===== config.mk =====
export PLATFORM = sky130hd
export DESIGN_NAME = dmx_uart_symbol_framer
export DESIGN_NICKNAME = d
export VERILOG_FILES = /design/src/rtl/dmxf_pkg.sv /design/src/rtl/dmxf_front.sv /design/src/rtl/dmxf_queue.sv /design/src/rtl/dmxf_back.sv /design/src/rtl/dmx_uart_symbol_framer.sv
export SDC_FILE = /design/constraint.sdc
export NUM_CORES = 1
export LEC_CHECK = 0
export BUFFER_PORTS_ARGS = -buffer_cell sky130_fd_sc_hd__buf_4
export CORE_ASPECT_RATIO = 0.6
export CORE_MARGIN = 5
export CORE_UTILIZATION = 57
export CTS_CLUSTER_SIZE = 40
export DETAILED_ROUTE_END_ITERATION = 10
export PLACE_DENSITY_LB_ADDON = 0.15
export SETUP_SLACK_MARGIN = 0.1
export SYNTH_ARGS = -nofsm -noshare
export SYNTH_HDL_FRONTEND = slang
export SYNTH_HIERARCHICAL = 1
export SYNTH_SLANG_ARGS = --single-unit

===== constraint.sdc =====
create_clock -name aclk -period 3.9 [get_ports aclk]
set_input_delay 0.78 -clock aclk [delete_from_list [all_inputs] [get_ports aclk]]
set_output_delay 0.78 -clock aclk [all_outputs]
set_load 0.02 [all_outputs]

===== src/rtl/dmxf_pkg.sv =====
// Shared types, codes and reset values of the DMX / UART symbol framer.
`default_nettype none
package dmxf_pkg;

    // Register indexes on the configuration port.
    localparam logic [7:0] REG_BIT_TICKS   = 8'd0;
    localparam logic [7:0] REG_BREAK_TICKS = 8'd1;
    localparam logic [7:0] REG_MAB_TICKS   = 8'd2;
    localparam logic [7:0] REG_DMX_MODE    = 8'd3;

    // Register reset values.
    localparam logic [15:0] BIT_TICKS_RST   = 16'd40;
    localparam logic [16:0] BREAK_TICKS_RST = 17'd920;
    localparam logic [16:0] MAB_TICKS_RST   = 17'd120;
    localparam logic        DMX_MODE_RST    = 1'b1;

    // Symbol kinds as they appear on the result channel.
    localparam logic [2:0] KIND_BREAK = 3'd0;
    localparam logic [2:0] KIND_MAB   = 3'd1;
    localparam logic [2:0] KIND_START = 3'd2;
    localparam logic [2:0] KIND_DATA  = 3'd3;
    localparam logic [2:0] KIND_STOP  = 3'd4;

    // Sequencer steps of the back end, one symbol per step.
    localparam logic [2:0] STEP_BREAK = 3'd0;
    localparam logic [2:0] STEP_MAB   = 3'd1;
    localparam logic [2:0] STEP_START = 3'd2;
    localparam logic [2:0] STEP_DATA0 = 3'd3;
    localparam logic [2:0] STEP_DATA3 = 3'd6;
    localparam logic [2:0] STEP_STOP  = 3'd7;

    // Default depth of the queue between front and back end.
    localparam int QUEUE_DEPTH_DEF = 4;

    // One classified byte waiting for the back end.
    typedef struct packed {
        logic       with_break;
        logic       frame_end;
        logic [7:0] data_byte;
    } byte_cmd_t;

    // Symbol timing registers handed to the back end.
    typedef struct packed {
        logic [15:0] bit_ticks;
        logic [16:0] break_ticks;
        logic [16:0] mab_ticks;
    } timing_t;

    // Queue status toward the producer and consumer.
    typedef struct packed {
        logic full;
        logic empty;
    } queue_stat_t;

endpackage
`default_nettype wire


===== src/rtl/dmxf_front.sv =====
// Front end: accepts bytes, tracks frame position and decides on break and MAB.
`default_nettype none
module dmxf_front (
    input  wire                   aclk,
    input  wire                   aresetn,
    input  wire                   s_tvalid,
    output logic                  s_tready,
    input  wire  [7:0]            s_tdata,
    input  wire                   s_tlast,
    input  wire                   dmx_mode,
    input  dmxf_pkg::queue_stat_t q_stat,
    output logic                  q_push,
    output dmxf_pkg::byte_cmd_t   q_cmd
);

    logic frame_open_reg;
    logic frame_open_next;

    assign s_tready = !q_stat.full;
    assign q_push   = s_tvalid && s_tready;

    // A byte opening a frame in DMX mode is preceded by break and MAB.
    always_comb begin
        q_cmd.data_byte  = s_tdata;
        q_cmd.frame_end  = s_tlast;
        q_cmd.with_break = !frame_open_reg && dmx_mode;
    end

    always_comb begin
        frame_open_next = frame_open_reg;
        if (q_push) begin
            frame_open_next = !s_tlast;
        end
    end

    always_ff @(posedge aclk) begin
        if (!aresetn) begin
            frame_open_reg <= 1'b0;
        end else begin
            frame_open_reg <= frame_open_next;
        end
    end

endmodule
`default_nettype wire


===== src/rtl/dmxf_queue.sv =====
// Small FIFO of classified bytes between front end and back end.
`default_nettype none
module dmxf_queue #(
    parameter int DEPTH = dmxf_pkg::QUEUE_DEPTH_DEF
) (
    input  wire                   aclk,
    input  wire                   aresetn,
    input  wire                   push,
    input  dmxf_pkg::byte_cmd_t   push_cmd,
    input  wire                   pop,
    output dmxf_pkg::byte_cmd_t   head_cmd,
    output dmxf_pkg::queue_stat_t stat
);

    localparam int AW = (DEPTH > 1) ? $clog2(DEPTH) : 1;
    localparam int CW = $clog2(DEPTH + 1);
    localparam logic [AW-1:0] LAST_PTR = AW'(DEPTH - 1);
    localparam logic [CW-1:0] FULL_CNT = CW'(DEPTH);

    dmxf_pkg::byte_cmd_t entry_reg [DEPTH];
    logic [AW-1:0] wr_ptr_reg, wr_ptr_next;
    logic [AW-1:0] rd_ptr_reg, rd_ptr_next;
    logic [CW-1:0] count_reg, count_next;

    assign stat.full  = (count_reg == FULL_CNT);
    assign stat.empty = (count_reg == '0);
    assign head_cmd   = entry_reg[rd_ptr_reg];

    always_comb begin
        wr_ptr_next = wr_ptr_reg;
        rd_ptr_next = rd_ptr_reg;
        count_next  = count_reg;
        if (push) begin
            wr_ptr_next = (wr_ptr_reg == LAST_PTR) ? '0 : wr_ptr_reg + 1'b1;
        end
        if (pop) begin
            rd_ptr_next = (rd_ptr_reg == LAST_PTR) ? '0 : rd_ptr_reg + 1'b1;
        end
        if (push && !pop) begin
            count_next = count_reg + 1'b1;
        end else if (pop && !push) begin
            count_next = count_reg - 1'b1;
        end
    end

    always_ff @(posedge aclk) begin
        if (!aresetn) begin
            wr_ptr_reg <= '0;
            rd_ptr_reg <= '0;
            count_reg  <= '0;
        end else begin
            wr_ptr_reg <= wr_ptr_next;
            rd_ptr_reg <= rd_ptr_next;
            count_reg  <= count_next;
        end
    end

    always_ff @(posedge aclk) begin
        if (push) begin
            entry_reg[wr_ptr_reg] <= push_cmd;
        end
    end

endmodule
`default_nettype wire


===== src/rtl/dmxf_back.sv =====
// Back end: steps through the symbols of each queued byte, one per cycle while the result port is not stalled.
`default_nettype none
module dmxf_back (
    input  wire                   aclk,
    input  wire                   aresetn,
    input  dmxf_pkg::timing_t     timing,
    input  dmxf_pkg::byte_cmd_t   head_cmd,
    input  dmxf_pkg::queue_stat_t q_stat,
    output logic                  q_pop,
    output logic                  m_tvalid,
    input  wire                   m_tready,
    output logic [23:0]           m_tdata,
    output logic                  m_tlast,
    output logic [3:0]            m_tuser
);

    logic        active_reg, active_next;
    logic [2:0]  step_reg, step_next;
    logic        valid_reg, valid_next;
    logic        lvl0_reg, lvl1_reg;
    logic [16:0] ticks_reg;
    logic [2:0]  kind_reg;
    logic        last_reg, done_reg;

    logic        load;
    logic        emit;
    logic [2:0]  cur_step;
    logic [2:0]  pair_idx;
    logic [1:0]  pair;
    logic        lvl0_d, lvl1_d;
    logic [16:0] ticks_d;
    logic [2:0]  kind_d;
    logic        last_d, done_d;

    // The output register takes a new symbol when empty or being drained.
    assign load = !valid_reg || m_tready;
    assign emit = load && !q_stat.empty;

    // A fresh byte starts at the break or, without one, at its start bit.
    assign cur_step = active_reg ? step_reg
                    : (head_cmd.with_break ? dmxf_pkg::STEP_BREAK
                                           : dmxf_pkg::STEP_START);
    assign q_pop = emit && (cur_step == dmxf_pkg::STEP_STOP);

    assign pair_idx = cur_step - dmxf_pkg::STEP_DATA0;
    assign pair     = head_cmd.data_byte[{pair_idx[1:0], 1'b0} +: 2];

    always_comb begin
        lvl0_d  = 1'b0;
        lvl1_d  = 1'b0;
        ticks_d = {1'b0, timing.bit_ticks};
        kind_d  = dmxf_pkg::KIND_START;
        last_d  = 1'b0;
        done_d  = 1'b0;
        unique case (cur_step)
            dmxf_pkg::STEP_BREAK: begin
                ticks_d = timing.break_ticks;
                kind_d  = dmxf_pkg::KIND_BREAK;
            end
            dmxf_pkg::STEP_MAB: begin
                lvl0_d  = 1'b1;
                lvl1_d  = 1'b1;
                ticks_d = timing.mab_ticks;
                kind_d  = dmxf_pkg::KIND_MAB;
            end
            dmxf_pkg::STEP_START: begin
                ticks_d = {1'b0, timing.bit_ticks};
                kind_d  = dmxf_pkg::KIND_START;
            end
            dmxf_pkg::STEP_STOP: begin
                lvl0_d  = 1'b1;
                lvl1_d  = 1'b1;
                ticks_d = {timing.bit_ticks, 1'b0};
                kind_d  = dmxf_pkg::KIND_STOP;
                last_d  = 1'b1;
                done_d  = head_cmd.frame_end;
            end
            default: begin
                // Data pairs: lower bit of the pair goes in the first half.
                lvl0_d  = pair[0];
                lvl1_d  = pair[1];
                ticks_d = {timing.bit_ticks, 1'b0};
                kind_d  = dmxf_pkg::KIND_DATA;
            end
        endcase
    end

    always_comb begin
        active_next = active_reg;
        step_next   = step_reg;
        valid_next  = valid_reg;
        if (load) begin
            valid_next = emit;
        end
        if (emit) begin
            if (cur_step == dmxf_pkg::STEP_STOP) begin
                active_next = 1'b0;
            end else begin
                active_next = 1'b1;
                step_next   = cur_step + 1'b1;
            end
        end
    end

    always_ff @(posedge aclk) begin
        if (!aresetn) begin
            active_reg <= 1'b0;
            step_reg   <= dmxf_pkg::STEP_BREAK;
            valid_reg  <= 1'b0;
        end else begin
            active_reg <= active_next;
            step_reg   <= step_next;
            valid_reg  <= valid_next;
        end
    end

    always_ff @(posedge aclk) begin
        if (emit) begin
            lvl0_reg  <= lvl0_d;
            lvl1_reg  <= lvl1_d;
            ticks_reg <= ticks_d;
            kind_reg  <= kind_d;
            last_reg  <= last_d;
            done_reg  <= done_d;
        end
    end

    assign m_tvalid = valid_reg;
    assign m_tdata  = {5'd0, ticks_reg, lvl1_reg, lvl0_reg};
    assign m_tlast  = last_reg;
    assign m_tuser  = {done_reg, kind_reg};

endmodule
`default_nettype wire


===== src/rtl/dmx_uart_symbol_framer.sv =====
// Top level of the DMX512 / UART 8N2 symbol framer with its configuration registers.
`default_nettype none
// The framer turns a stream of bytes into pulse symbols for a line driver.
// Each symbol carries a first-half level, a second-half level and a total
// duration in ticks. Every byte gives a low start bit, four data-pair symbols
// (least significant pair first, lower bit in the first half) and a high stop
// symbol two bits long; a byte that opens a frame while DMX mode is on is led
// by a low break and a high mark-after-break. The stop symbol raises tlast,
// and on the final byte of a frame (input tlast) it also sets frame_done.
// Throughput is one symbol per clock on the result side while m_tready is
// not held low and the queue is not empty, set by the back-end sequencer
// that produces one symbol per cycle. The front end accepts bytes into a
// queue of QUEUE_DEPTH entries, so input requests are taken while the
// back end is still busy with earlier bytes, as long as the queue is not
// full; a byte accepted into an empty block is stored in a queue entry and
// its first symbol then in the back-end output register. Configuration registers
// should be written only while no byte is in flight; the port is always ready.
module dmx_uart_symbol_framer #(
    parameter int QUEUE_DEPTH = dmxf_pkg::QUEUE_DEPTH_DEF
) (
    input  wire         aclk,
    input  wire         aresetn,
    // Input byte channel.
    input  wire         s_tvalid,
    output logic        s_tready,
    input  wire  [7:0]  s_tdata,   // [7:0] data_byte
    input  wire         s_tlast,   // frame_end
    // Symbol result channel.
    output logic        m_tvalid,
    input  wire         m_tready,
    output logic [23:0] m_tdata,   // [0] first_level, [1] second_level,
                                   // [18:2] symbol_ticks, [23:19] zero
    output logic        m_tlast,   // run_last
    output logic [3:0]  m_tuser,   // [2:0] symbol_kind, [3] frame_done
    // Configuration write channel.
    input  wire         cfg_valid,
    output logic        cfg_ready,
    input  wire  [7:0]  cfg_index,
    input  wire  [31:0] cfg_data
);

    logic [15:0] bit_ticks_reg;
    logic [16:0] break_ticks_reg;
    logic [16:0] mab_ticks_reg;
    logic        dmx_mode_reg;
    logic        cfg_wr;

    dmxf_pkg::timing_t     timing;
    dmxf_pkg::byte_cmd_t   push_cmd;
    dmxf_pkg::byte_cmd_t   head_cmd;
    dmxf_pkg::queue_stat_t q_stat;
    logic                  q_push;
    logic                  q_pop;

    // Register writes complete in the cycle they are presented. Indexes
    // beyond the register list are accepted and ignored; excess data bits
    // above a register's width are dropped.
    assign cfg_ready = 1'b1;
    assign cfg_wr    = cfg_valid && cfg_ready;

    always_ff @(posedge aclk) begin
        if (!aresetn) begin
            bit_ticks_reg   <= dmxf_pkg::BIT_TICKS_RST;
            break_ticks_reg <= dmxf_pkg::BREAK_TICKS_RST;
            mab_ticks_reg   <= dmxf_pkg::MAB_TICKS_RST;
            dmx_mode_reg    <= dmxf_pkg::DMX_MODE_RST;
        end else if (cfg_wr) begin
            unique case (cfg_index)
                dmxf_pkg::REG_BIT_TICKS:   bit_ticks_reg   <= cfg_data[15:0];
                dmxf_pkg::REG_BREAK_TICKS: break_ticks_reg <= cfg_data[16:0];
                dmxf_pkg::REG_MAB_TICKS:   mab_ticks_reg   <= cfg_data[16:0];
                dmxf_pkg::REG_DMX_MODE:    dmx_mode_reg    <= cfg_data[0];
                default: ;
            endcase
        end
    end

    assign timing.bit_ticks   = bit_ticks_reg;
    assign timing.break_ticks = break_ticks_reg;
    assign timing.mab_ticks   = mab_ticks_reg;

    // Front end: accepts bytes and marks those that open a DMX frame.
    dmxf_front u_front (
        .aclk     (aclk),
        .aresetn  (aresetn),
        .s_tvalid (s_tvalid),
        .s_tready (s_tready),
        .s_tdata  (s_tdata),
        .s_tlast  (s_tlast),
        .dmx_mode (dmx_mode_reg),
        .q_stat   (q_stat),
        .q_push   (q_push),
        .q_cmd    (push_cmd)
    );

    // Queue decoupling byte acceptance from symbol generation.
    dmxf_queue #(
        .DEPTH (QUEUE_DEPTH)
    ) u_queue (
        .aclk     (aclk),
        .aresetn  (aresetn),
        .push     (q_push),
        .push_cmd (push_cmd),
        .pop      (q_pop),
        .head_cmd (head_cmd),
        .stat     (q_stat)
    );

    // Back end: emits the symbols of the head byte into the output register.
    dmxf_back u_back (
        .aclk     (aclk),
        .aresetn  (aresetn),
        .timing   (timing),
        .head_cmd (head_cmd),
        .q_stat   (q_stat),
        .q_pop    (q_pop),
        .m_tvalid (m_tvalid),
        .m_tready (m_tready),
        .m_tdata  (m_tdata),
        .m_tlast  (m_tlast),
        .m_tuser  (m_tuser)
    );

endmodule
`default_nettype wire

; ---- Word level (Yosys, flattened, before mapping)
; Memories as Yosys holds them, arrays and structs flattened. A register that Yosys moved wholly into a read port is not among the register bits.
; Index checks and enable logic that the tools add are counted.
[word_totals]
regBits = 88
ram_bits = 40
in_bits = 54
output_inout_bits = 32
word_cells = 76
memories = 1
[op_classes]
addsub = 6
eq_ne = 9
shift = 1
mux = 16
n_bitwise = 1
n_reduce_logical = 25
[memory_table]
columns = name, words, width, read_ports, rd_ports_with_merged_regs, write_ports, line_no
row1 = u_queue.entry_reg, 4, 10, 1, 1, 1, dmxf_queue.sv:20  ; dmxf_pkg::byte_cmd_t entry_reg [DEPTH];
[op_table]
columns = cell, n
row1 = case mux 17 bit (3 select lines), 1
row2 = "== test 8 x 2 -> 1 bit, second input constant", 2
row3 = case mux 3 bit (4 select lines), 1
row4 = two-way mux 2 bit, 5
row5 = AND reduction 2 bit, 5
row6 = two-way mux 3 bit, 3
row7 = "== test 8 x 1 -> 1 bit, second input constant", 1
row8 = logical NOT 8 bit, 1
row9 = indexed part select 8 x 4 -> 2 bit, 1
row10 = logical NOT 1 bit, 7
row11 = "adder 3 x 1 -> 3 bit, second input constant", 2
row12 = "== test 3 bit, second input constant", 2
row13 = logical AND 1 bit, 6
row14 = logical NOT 3 bit, 2
row15 = "adder 2 x 1 -> 2 bit, second input constant", 2
row16 = "== test 2 bit, second input constant", 2
row17 = two-way mux 1 bit, 4
row18 = case mux 1 bit (2 select lines), 2
row19 = OR reduction 2 bit, 2
row20 = "== test 3 x 1 -> 1 bit, second input constant", 1
row21 = "== test 3 x 2 -> 1 bit, second input constant", 1
row22 = "subtractor 3 x 1 -> 3 bit, second input constant", 1
row23 = nonzero test 2 bit, 1
row24 = "subtractor 2 bit, second input constant", 1
row25 = 2 further kinds, 2

; ---- Logic depth before layout (Yosys ltp)
; Gate-level depths: netlist of the first run.
[depth]
ltp_word = 7
ltp_mapped = 16
mapped_depth_nobuf = 15

; ---- Hierarchy
; Netlist of the first run, hierarchy kept.
[modules_own_cells]
columns = mod, instances, cells_each, area_per_inst_um2, seq_area_each_um2
row1 = dmx_uart_symbol_framer, 1, 199, 2068.2, 1021.0
row2 = dmxf_queue, 1, 96, 1900.6, 1381.3
row3 = dmxf_back, 1, 125, 1597.8, 820.8
row4 = dmxf_front, 1, 15, 128.9, 20.0

; ---- Worst setup path before layout of the first run
; OpenSTA, ideal clock, no wires.
[synth_path]
kind = reg2reg
startpoint = reg (tool-made name)
endpoint = reg u_queue.count_reg[2]
setup_time_ns = 0.070
arrival_time_ns = 3.045
t_required_ns = 3.830
setup_slack_ns = 0.785
path_stages_with_launch = 17
n_path_buf = 1
synth_period_minus_slack_ns = 3.115
cell_sequence = dfxtp_1 buf_6 mux4_2 inv_1 mux2i_1 inv_1 ha_1 ha_1 inv_1 nor3_1 inv_1 ha_1 inv_1 fa_1 xor2_1 or3_1 a21boi_1
[synth_rtl]
columns = element, line_no
row1 = "end signal, assigned", dmxf_queue.sv:54  ; count_reg <= count_next;
row2 = "end, declared", dmxf_queue.sv:23  ; logic [CW-1:0] count_reg, count_next;

==> impl_metrics.sql, run 1 <==
INSERT INTO impl_metrics (metric_group, metric, value, unit) VALUES
('finish', 'final_cell_mix', 'buf_4 (74), dfxtp_1 (66), edfxtp_1 (64)', ''),
('power', 'clock_network_fraction_of_design_power', '38.0', '%'),
('yosys', 'yosysTopAreaCellShare', '33.7', '%'),
('sta', 'timing.final.max_slew_violations', '0', ''),
('routing', 'via_per_inst', '5.67', ''),
('power', 'power_density', '586', 'mW/mm²'),
('finish', 'layout.cells.most_common', 'buf_4', ''),
('floorplanning', 'starting_utilization_of_the_core_area', '58.1', '%'),
('routing', 'drt-pass1-iter-count', '6', ''),
('clocking', 'clkSinkCount', '130', ''),
('yosys', 'synth-main-ff-cell', 'dfxtp_1', ''),
('clocking', 'clk_root_buffer_cell', 'clkbuf_16', ''),
('power', 'power.switching_fraction', '26.7', '%'),
('routing', 'detail-route-antenna-nets', '0', ''),
('placement', 'finalWeightedCongestion', '0.733', ''),
('yosys', 'ys_warn_count', '6', ''),
('finish', 'layout_cells_sized_above_1', '23.9', '%'),
('status', 'status', 'finished clean', ''),
('power', 'leakage', '2.73', 'nW'),
('floorplanning', 'pin_count', '86', ''),
('sta', 'final.period_utilization', '85.7', '%'),
('global_route', 'globalRouteTotalUtil', '19.8', '%'),
('clocking', 'cts_hold_buffers', '0', ''),
('floorplanning', 'die_height', '87.4', 'µm'),
('global_route', 'first_global_vias', '3591', ''),
('yosys', 'synth_register_bits', '130', ''),
('worst_setup_path', 'critPathLaunchType', 'flop', ''),
('yosys', 'synth_compound_area_share', '8.35', '%'),
('sta', 'final_hold_viol_count', '0', ''),
('job', 'cap_violations', '0', ''),
('clocking', 'cts.repair_timing.setup_buffer_count', '0', ''),
('floorplanning', 'die-area', '0.0122', 'mm²'),
('routing', 'post_route_drc', '0', ''),
('clocking', 'cts-buffers-inserted', '17', ''),
('sta', 'final.min_clock_period', '3.34', 'ns'),
('clocking', 'cts_tree', 'built', ''),
('yosys', 'synth-edff-count', '64', ''),
('sta', 'final.setup_skew', '0.00804', 'ns'),
('sta', 'timing.setup.tns', '0', 'ns'),
('power', 'power.internal', '2.86', 'mW'),
('sta', 'worst_pin_slew', '0.937', 'ns'),
('yosys', 'synth.distinct_cells', '48', ''),
('worst_setup_path', 'crit_path_end_kind', 'flop', ''),
('yosys', 'gate_count_of_the_mapped_netlist', '435', ''),
('power', 'combinational_power_share', '19.2', '%'),
('floorplanning', 'placementRows', '28', ''),
('global_route', 'grt_pass1_wl', '18.7', 'mm'),
('clocking', 'register_clock_pin_slew_on_the_reported_worst_setup_and_hold_paths', '0.05', 'ns'),
('power', 'seq_power_share', '42.8', '%'),
('clocking', 'worst_skew_pair.late_latency', '0.41', 'ns'),
('worst_setup_path', 'path_max_fanout', '7', ''),
('yosys', 'async_flop_share', '0', '%'),
('yosys', 'synthMuxAreaShare', '14.7', '%'),
('sta', 'max_freq', '0.299', 'GHz'),
('placement', 'port-buffer-count', '64', ''),
('yosys', 'dominant_combinational_cell_family_by_area_after_synthesis', 'multiplexers', ''),
('yosys', 'synth_largest_area_cell', 'edfxtp_1', ''),
('worst_setup_path', 'critPathRequiredTime', '4.24', 'ns'),
('floorplanning', 'core_area', '0.00981', 'mm²'),
('finish', 'largest_register_ff_count', '40', ''),
('yosys', 'synth-seq-area-share', '56.9', '%'),
('routing', 'detailroute.via_count', '3610', ''),
('clocking', 'cts_resized', '0', ''),
('placement', 'dp_slack', '0.666', 'ns'),
('yosys', 'synth_area', '0.00570', 'mm²'),
('global_route', 'global_route.overflow_total', '0', ''),
('clocking', 'h-tree-depth', '4', ''),
('global_route', 'antenna_violations_before_repair', '0', ''),
('power', 'max-vdd-ir-drop', '348', 'µV'),
('yosys', 'synth.area.top_cells', 'edfxtp_1 (34%), dfxtp_1 (23%), mux2i_1 (9.8%), mux4_2 (4.3%), nand2_1 (3.7%)', ''),
('yosys', 'synthSimpleGateAreaFrac', '10.2', '%');
[area by class of cell]
type                       count  area [µm²]  area share (%)
multi-input combinational    254        2090            31.4
sequential                   130        3240            48.6
clock buffer                  27         513            7.69
tap                          135         169            2.53
inverter                      12        45.0           0.676
clock inverter                 5        50.0           0.751
timing repair buffer          74         556            8.33
[worst max-delay path, stage by stage, from the launching register on]
cell	delay [ns]
dfxtp_1	0.31
mux4_2	0.32
inv_1	0.04
mux2i_1	0.27
inv_1	0.12
ha_1	0.23
ha_1	0.27
inv_1	0.21
nor3_1	0.11
inv_1	0.16
ha_1	0.20
inv_1	0.06
fa_1	0.37
xor2_1	0.16
or3_1	0.31
a21boi_1	0.14
[per-layer routing]
layer	track usage [%]	wire, µm	vias to the layer above
met1	28.5	5520	1778
met4	5.95	65	0
met2	29.3	5150	130
met3	5.98	739	7
li1	-	-	1695
met5	0	0	-
[per-stage QoR]
step	power, mW	utilization (%)	cell area (µm²)	cells	hold WS [ns]
CTS	3.93	68.0	6670	637	0.460
finish	3.91	68.0	6670	637	0.459
detailed placement	2.45	62.2	6100	605	0.453
global placement	2.43	62.2	6100	605	0.444
global route	4.07	68.0	6670	637	0.483
floorplan	2.18	-	5710	439	0.437
[synth_stat cells, types with 2 or more instances]
master     instances
buf_6              6
a21bo_1            2
mux2i_1           56
nor3_1             4
o21a_1             2
nand4_1            2
nand2_2            2
a31oi_1            3
inv_1             11
and2_1             6
a222oi_1          16
nand2_1           56
conb_1             2
buf_4             19
ha_1              11
a311oi_1           2
mux4_2            11
o2bb2ai_1         16
edfxtp_1          64
nand4b_1           2
buf_12             3
buf_2              4
a21oi_1            7
clkbuf_1          10
nor2b_1           27
dfxtp_1           66
nor2_1             4
[power by group through the flow]
stage	Clock (mW)	Sequential (mW)	Combinational [mW]
6_report	1.48	1.67	0.750
2_1_floorplan	0	1.79	0.391
4_1_cts	1.50	1.67	0.750
3_3_place_gp	0	1.69	0.733
3_5_place_dp	0	1.70	0.747
5_1_grt	1.57	1.69	0.807
[cells by family after synthesis]
group	Yosys count
xor gates and xnor gates	2
and+or+nand+nor	111
buffers and inverters	55
muxes	68
other	2
adders and majority gates	12
AOI/OAI and AO/OA	55
DFF	130
[final timing paths]
path,from,endpoint,slack [ns],depth (start not counted)
worst max-delay path,flop,u_queue/count_reg[2],0.56,15
worst min-delay path,break_ticks_reg[0],break_ticks_reg[0],0.46,2
worst max register to register,flop,u_queue/count_reg[2],0.56,15
worst min register to register,break_ticks_reg[0],break_ticks_reg[0],0.46,2
No activity file was read; power rests on OpenSTA's default activity.
==> inputs of run 2 (changes only) <==
--- a/config.mk
+++ b/config.mk
@@ -7,13 +7,12 @@
 export LEC_CHECK = 0
 export BUFFER_PORTS_ARGS = -buffer_cell sky130_fd_sc_hd__buf_4
 export CORE_ASPECT_RATIO = 0.6
-export CORE_MARGIN = 5
-export CORE_UTILIZATION = 57
+export CORE_MARGIN = 8
+export CORE_UTILIZATION = 56
 export CTS_CLUSTER_SIZE = 40
 export DETAILED_ROUTE_END_ITERATION = 10
 export PLACE_DENSITY_LB_ADDON = 0.15
 export SETUP_SLACK_MARGIN = 0.1
 export SYNTH_ARGS = -nofsm -noshare
 export SYNTH_HDL_FRONTEND = slang
-export SYNTH_HIERARCHICAL = 1
 export SYNTH_SLANG_ARGS = --single-unit
==> run 2 against run 1 <==
Compared with the run above:
- via count up 10%
- routed wire length is 12% higher
- global-route usage fell by 0.050 points
- flip-flop and latch count did not move
- final area down 1.3%
- clock skew fell by 0.0012 ns
- sequential share of layout area is 0.64 points higher
- sequential power is essentially flat
- hold slack worse by 0.0037 ns
- largest cell class unchanged
- highest routed layer unchanged
==> impl_metrics.sql, run 2 <==
INSERT INTO impl_metrics (metric_group, metric, value, unit) VALUES
('clocking', 'clk_root_buffer_cell', 'clkbuf_16', ''),
('power', 'power_density', '607', 'mW/mm²'),
('power', 'max-vdd-ir-drop', '390', 'µV'),
('sta', 'timing.final.max_slew_violations', '0', ''),
('yosys', 'ys_top_cells_by_count', 'nand2_1 (116), dfxtp_1 (66), edfxtp_1 (64), a21boi_0 (25)', ''),
('clocking', 'cts.repair_timing.setup_buffer_count', '0', ''),
('clocking', 'cts_resized', '0', ''),
('sta', 'final.setup_skew', '0.00688', 'ns'),
('sta', 'worst_pin_slew', '0.952', 'ns'),
('power', 'seq_power_share', '42.6', '%'),
('sta', 'max_freq', '0.321', 'GHz'),
('power', 'clock_network_fraction_of_design_power', '37.7', '%'),
('worst_setup_path', 'cpMostUsedCell', 'ha_1', ''),
('finish', 'diodes', '0', ''),
('yosys', 'synthesis.area_per_instance', '11.2', 'µm²'),
('sta', 'worst_max_slew_margin_expressed_relative_to_the_limit', '36.4', '%'),
('floorplanning', 'core_area', '0.00974', 'mm²'),
('global_route', 'first_global_vias', '4049', ''),
('floorplanning', 'die_x', '144', 'µm'),
('floorplanning', 'placementRows', '28', ''),
('yosys', 'synthAdderAreaFrac', '2.84', '%'),
('floorplanning', 'starting_utilization_of_the_core_area', '56.9', '%'),
('clocking', 'cts_buffer_depth', '2', ''),
('yosys', 'synth_register_bits', '130', ''),
('yosys', 'synthSimpleGateAreaFrac', '15.9', '%'),
('worst_setup_path', 'cp_top_family', 'adder cells', ''),
('power', 'combinational_power_share', '19.7', '%'),
('yosys', 'synthMuxAreaShare', '4.70', '%'),
('power', 'power.switching_fraction', '28.2', '%'),
('sta', 'final.period_utilization', '79.9', '%'),
('yosys', 'synth_area', '0.00554', 'mm²'),
('sta', 'timing.setup.tns', '0', 'ns'),
('yosys', 'synth-main-ff-cell', 'dfxtp_1', ''),
('worst_setup_path', 'path_max_fanout', '12', ''),
('routing', 'drtIter0Drc', '402', ''),
('clocking', 'worst_skew_pair.late_latency', '0.41', 'ns'),
('placement', 'finalWeightedCongestion', '0.806', ''),
('clocking', 'clkSinkCount', '130', ''),
('status', 'status', 'finished clean', ''),
('yosys', 'gate_count_of_the_mapped_netlist', '494', ''),
('global_route', 'grt_pass1_wl', '20.4', 'mm'),
('worst_setup_path', 'cpMaxStageDelayCell', 'dfxtp_1', ''),
('finish', 'utilization', '67.6', '%'),
('worst_setup_path', 'critical-path-max-stage-delay', '0.62', 'ns'),
('yosys', 'async_flop_share', '0', '%'),
('yosys', 'synth_largest_area_cell', 'edfxtp_1', ''),
('worst_setup_path', 'critPathRequiredTime', '4.23', 'ns'),
('floorplanning', 'die_height', '93.1', 'µm'),
('sta', 'setup_violations', '0', ''),
('sta', 'final.min_clock_period', '3.12', 'ns'),
('clocking', 'register_clock_pin_slew_on_the_reported_worst_setup_and_hold_paths', '0.06', 'ns'),
('sta', 'final_hold_viol_count', '0', ''),
('clocking', 'h-tree-depth', '4', ''),
('power', 'p_switching', '1.13', 'mW'),
('placement', 'port-buffer-count', '64', ''),
('worst_setup_path', 'worst_ep_arrival_time', '3.44', 'ns'),
('finish', 'layout_cells_sized_above_1', '19.0', '%'),
('routing', 'avgRoutedWirePerCell', '18.5', 'µm'),
('worst_setup_path', 'crit_path_end_kind', 'flop', ''),
('finish', 'largest_register_ff_count', '40', ''),
('clocking', 'cts_hold_buffers', '0', ''),
('routing', 'drt-pass1-iter-count', '6', ''),
('clocking', 'cts_tree', 'built', ''),
('yosys', 'synth.distinct_cells', '52', ''),
('job', 'cap_violations', '0', ''),
('worst_setup_path', 'crit_chain', 'mux4_2, mux2i_1, ha_1, ha_1, nand3b_1, ha_1, inv_1, fa_1, xor2_1, or3_1, a21boi_0', ''),
('routing', 'detail-route-antenna-nets', '0', ''),
('worst_setup_path', 'critPathBufInv', '1', ''),
('routing', 'post_route_drc', '0', ''),
('sta', 'rsz0062_at_grt', 'false', ''),
('finish', 'layout-area-overhead-vs-synth', '18.8', '%'),
('placement', 'dpl.hpwl', '8.37', 'mm'),
('worst_setup_path', 'critPathLaunchType', 'flop', ''),
('routing', 'detailroute.via_count', '3982', ''),
('routing', 'via_per_inst', '5.75', ''),
('power', 'leakage', '2.52', 'nW'),
('yosys', 'dominant_combinational_cell_family_by_area_after_synthesis', 'simple AND/OR/NAND/NOR gates', ''),
('worst_setup_path', 'worst-setup-path-type', 'reg -> reg', ''),
('routing', 'routed_wirelength', '12.8', 'mm'),
('power', 'power.internal', '2.87', 'mW'),
('floorplanning', 'die-area', '0.0134', 'mm²'),
('yosys', 'synth-edff-count', '64', ''),
('global_route', 'maximum_number_of_pins_on_one_net_before_global_route_repair', '65', ''),
('finish', 'design.final.nets', '611', ''),
('global_route', 'global_route.overflow_total', '0', ''),
('yosys', 'synth_most_common_cell', 'nand2_1', ''),
('min_path', 'path_category_of_the_worst_min_delay_check', 'reg -> reg', ''),
('yosys', 'yosys.area_share.xor_xnor', '0.316', '%'),
('floorplanning', 'pin_count', '86', ''),
('yosys', 'synth_compound_area_share', '12.4', '%'),
('min_path', 'hold_path_startpoint', 'break_ticks_reg[0]', ''),
('yosys', 'ys_warn_count', '0', ''),
('finish', 'finalNonFillerCells', '693', ''),
('clocking', 'cts-buffers-inserted', '17', ''),
('yosys', 'yosysTopAreaCellShare', '34.7', '%'),
('global_route', 'antenna_violations_before_repair', '0', ''),
('worst_setup_path', 'cp.depth', '11', ''),
('global_route', 'globalRouteTotalUtil', '19.8', '%'),
('yosys', 'synth-seq-area-share', '58.5', '%'),
('worst_setup_path', 'worstRegToRegCells', '11', ''),
('finish', 'final_cell_mix', 'nand2_1 (116), buf_4 (69), dfxtp_1 (66)', ''),
('min_path', 'worst_hold_path.num_cells', '2', ''),
('placement', 'place_inst', '661', ''),
('yosys', 'synth.area.top_cells', 'edfxtp_1 (35%), dfxtp_1 (24%), nand2_1 (7.9%), a21boi_0 (3.4%), a222oi_1 (2.9%)', ''),
('finish', 'layout.cells.most_common', 'nand2_1', '');
[run 2: cell families (layout without fill, tap and decap cells)]
logic type                 count (synthesis)  count (layout)
and+or+nand+nor                          190             190
DFF                                      130             130
AOI/OAI and AO/OA                         90              90
buffers and inverters                     51             111
muxes                                     17              17
adders and majority gates                 12              12
other                                      2               6
xor gates and xnor gates                   2               2
[run 2: tightest hold or removal path, stage by stage (launching register included)]
cell and delay, ns:
dfxtp_1 0.31, nand2_1 0.05, a21boi_1 0.05
[run 2: worst paths after layout]
kind                               end  slack (ns)
setup reg to reg  u_queue.count_reg[2]        0.78
hold reg to reg     break_ticks_reg[0]        0.46
setup / recovery  u_queue.count_reg[2]        0.78
hold / removal      break_ticks_reg[0]        0.46
[run 2: per-stage QoR]
step	area (µm²)	power [mW]	hold WS, ns	setup slack, ns
2_1_floorplan	5560	2.22	0.430	0.950
3_3_place_gp	6010	2.48	0.437	0.960
3_5_place_dp	6010	2.51	0.450	0.856
4_1_cts	6580	4.01	0.457	0.827
5_1_grt	6580	4.15	0.471	0.564
6_report	6580	4.00	0.456	0.784
[run 2: per-layer routing]
layer,GRT usage (%),wire (µm),part of all wire [%]
met5,0,0,0
met4,7.84,171,1.3
met3,5.65,1180,9.2
met2,30.2,5730,45
met1,26.2,5720,45
[run 2: power by group through the flow]
stage | Clock (mW) | Combinational (mW) | Sequential, mW
finish | 1.51 | 0.787 | 1.70
global route | 1.58 | 0.853 | 1.72
CTS | 1.52 | 0.790 | 1.70
global placement | 0 | 0.763 | 1.72
floorplan | 0 | 0.397 | 1.82
detailed placement | 0 | 0.781 | 1.73
[run 2: layout make-up]
cell class | instances | area [µm²]
well taps | 135 | 169
inverters | 10 | 50.0
flip-flops and latches | 130 | 3240
clock inverters | 9 | 78.8
repair buffers | 69 | 518
clock buffers | 23 | 489
multi-input cells | 317 | 2030
fillers | 749 | 3160
==> inputs of run 3 (changes only) <==
==> constraint.sdc (replaced) <==
create_clock -name aclk -period 3.16 [get_ports aclk]
set_input_delay 0.632 -clock aclk [delete_from_list [all_inputs] [get_ports aclk]]
set_output_delay 0.632 -clock aclk [all_outputs]
set_load 0.02 [all_outputs]
==> run 3 against run 2 <==
Compared with the run above:
- global-route usage is 0.21 points lower
- via count is 0.10% lower
- clock skew is 0.00068 ns lower
- setup slack worse by 0.56 ns
- hold slack worse by 0.029 ns
- sequential share of layout area is 0.53 points lower
- die area stayed put
- power is 23% higher
- non-clock buffer count is 8 higher
- clock power is 20% higher
- first-iteration DRC count is 23% lower
- flip-flop and latch count stayed put
- critical path type unchanged
- critical endpoint unchanged
==> impl_metrics.sql, run 3 (synthesis results as in run 2) <==
INSERT INTO impl_metrics (metric_group, metric, value, unit) VALUES
('worst_setup_path', 'worstRegToRegCells', '11', ''),
('min_path', 'worst_hold_path.num_cells', '1', ''),
('finish', 'layout_cells_sized_above_1', '19.5', '%'),
('placement', 'finalWeightedCongestion', '0.812', ''),
('min_path', 'path_category_of_the_worst_min_delay_check', 'in -> reg', ''),
('sta', 'final.min_clock_period', '2.94', 'ns'),
('global_route', 'first_global_vias', '3972', ''),
('clocking', 'h-tree-depth', '4', ''),
('power', 'leakage', '2.57', 'nW'),
('placement', 'port-buffer-count', '64', ''),
('clocking', 'register_clock_pin_slew_on_the_reported_worst_setup_and_hold_paths', '0.05', 'ns'),
('clocking', 'worst_skew_pair.late_latency', '0.41', 'ns'),
('global_route', 'global_route.overflow_total', '0', ''),
('floorplanning', 'starting_utilization_of_the_core_area', '56.9', '%'),
('placement', 'dp_slack', '0.340', 'ns'),
('finish', 'design.final.nets', '619', ''),
('finish', 'layout-area-overhead-vs-synth', '20.0', '%'),
('sta', 'rsz0062_at_grt', 'false', ''),
('floorplanning', 'placementRows', '28', ''),
('power', 'power_density', '740', 'mW/mm²'),
('worst_setup_path', 'critPathLaunchType', 'flop', ''),
('routing', 'detailroute.via_count', '3978', ''),
('routing', 'detailed_route_wire_length_on_metal_1', '5.86', 'mm'),
('clocking', 'cts_buffer_depth', '2', ''),
('sta', 'worst_pin_slew', '0.765', 'ns'),
('floorplanning', 'die_x', '144', 'µm'),
('routing', 'routed-wl-met2', '5.61', 'mm'),
('finish', 'final_cell_mix', 'nand2_1 (116), buf_4 (75), dfxtp_1 (66)', ''),
('worst_setup_path', 'path_max_fanout', '4', ''),
('routing', 'post_route_drc', '0', ''),
('clocking', 'cts_hold_buffers', '0', ''),
('routing', 'routed_wirelength', '12.7', 'mm'),
('floorplanning', 'pin_count', '86', ''),
('sta', 'final.setup_skew', '0.00620', 'ns'),
('floorplanning', 'core_area', '0.00974', 'mm²'),
('sta', 'layout_setup_ws', '0.225', 'ns'),
('floorplanning', 'die-area', '0.0134', 'mm²'),
('sta', 'final.period_utilization', '92.9', '%'),
('worst_setup_path', 'critPathRequiredTime', '3.48', 'ns'),
('clocking', 'clkSinkCount', '130', ''),
('routing', 'detail-route-antenna-nets', '0', ''),
('global_route', 'maximum_number_of_pins_on_one_net_before_global_route_repair', '65', ''),
('placement', 'dpl.hpwl', '8.50', 'mm'),
('clocking', 'clk_root_buffer_cell', 'clkbuf_16', ''),
('finish', 'largest_register_ff_count', '40', ''),
('global_route', 'globalRouteTotalUtil', '19.6', '%'),
('worst_setup_path', 'worst-setup-path-type', 'reg -> reg', ''),
('global_route', 'antenna_violations_before_repair', '0', ''),
('placement', 'placedInstanceArea', '0.00610', 'mm²'),
('routing', 'via_per_inst', '5.68', ''),
('clocking', 'cts.repair_timing.setup_buffer_count', '0', ''),
('clocking', 'cts_tree', 'built', ''),
('min_path', 'hold_path_startpoint', 's_tdata[4]', ''),
('finish', 'layout.cells.most_common', 'nand2_1', ''),
('sta', 'timing.setup.tns', '0', 'ns'),
('finish', 'layout.cell_area.non_filler', '0.00665', 'mm²'),
('global_route', 'grt_pass1_wl', '20.2', 'mm'),
('sta', 'max_freq', '0.341', 'GHz'),
('sta', 'timing.final.max_slew_violations', '0', ''),
('sta', 'final_hold_viol_count', '0', ''),
('power', 'max-vdd-ir-drop', '439', 'µV'),
('routing', 'drt-pass1-iter-count', '5', ''),
('sta', 'setup_violations', '0', ''),
('routing', 'drtIter0Drc', '310', ''),
('routing', 'routed-wl-met3', '1.06', 'mm'),
('routing', 'avgRoutedWirePerCell', '18.1', 'µm'),
('job', 'cap_violations', '0', ''),
('worst_setup_path', 'crit_path_end_kind', 'flop', ''),
('sta', 'worst_max_slew_margin_expressed_relative_to_the_limit', '48.9', '%'),
('clocking', 'cts-buffers-inserted', '17', ''),
('worst_setup_path', 'crit-reg2reg-capture', 'u_queue.count_reg[2]', ''),
('finish', 'diodes', '0', ''),
('floorplanning', 'die_height', '93.1', 'µm'),
('status', 'status', 'finished clean', ''),
('routing', 'maxUsedRoutingLayer', 'met4', ''),
('worst_setup_path', 'worst_ep_arrival_time', '3.26', 'ns'),
('worst_setup_path', 'r2r_slack', '0.22', 'ns'),
('min_path', 'hold-path-endpoint', 'u_queue.entry_reg[2][4]', ''),
('clocking', 'cts_resized', '0', '');
-- run 3: stage by stage --
step	instances	utilization (%)	hold WS, ns	total power [mW]
after global placement	669	62.6	0.437	3.12
after floorplan	498	-	0.430	2.74
after global routing	700	68.3	0.410	5.11
after detailed placement	669	62.6	0.447	3.15
final	700	68.3	0.426	4.92
after CTS	700	68.3	0.412	4.95
-- run 3: worst max-delay path by stage --
stage                     from              endpoint  slack [ns]  depth (start not counted)
final                     flop  u_queue.count_reg[2]        0.22                         11
after CTS                 flop  u_queue.count_reg[2]        0.30                         11
after global routing      flop  u_queue.count_reg[2]        0.13                         11
after detailed placement  flop  u_queue.count_reg[2]        0.34                         11
after floorplan           flop  u_queue.count_reg[2]        0.21                         12
after global placement    flop  u_queue.count_reg[2]        0.44                         11
-- run 3: layout make-up --
type                            instances  area (µm²)
Sequential cell                       130        3240
Fill cell                             734        3090
Multi-Input combinational cell        317        2030
Timing Repair Buffer                   77         603
Clock buffer                           27         536
Tap cell                              135         169
Inverter                               10        50.0
Clock inverter                          4        18.8
-- run 3: power by group --
part	switching [mW]	leakage, nW	internal (mW)	total (mW)
registers	0.0806	1.13	2.02	2.10
clock network	0.658	0.275	1.15	1.81
logic	0.610	1.16	0.409	1.02
-- run 3: per-layer routing --
metal | track usage [%] | vias to the layer above
met1 | 26.6 | 1929
li1 | - | 1877
met3 | 6.61 | 13
met2 | 29.4 | 159
met5 | 0 | -
met4 | 5.43 | 0
-- run 3: critical path: stages (launching register included) --
cell	delay [ns]
dfxtp_1	0.34
mux4_2	0.52
mux2i_1	0.26
ha_1	0.22
ha_1	0.22
nand3b_1	0.20
ha_1	0.26
inv_1	0.07
fa_1	0.18
xor2_1	0.08
or3_1	0.31
a21boi_0	0.19
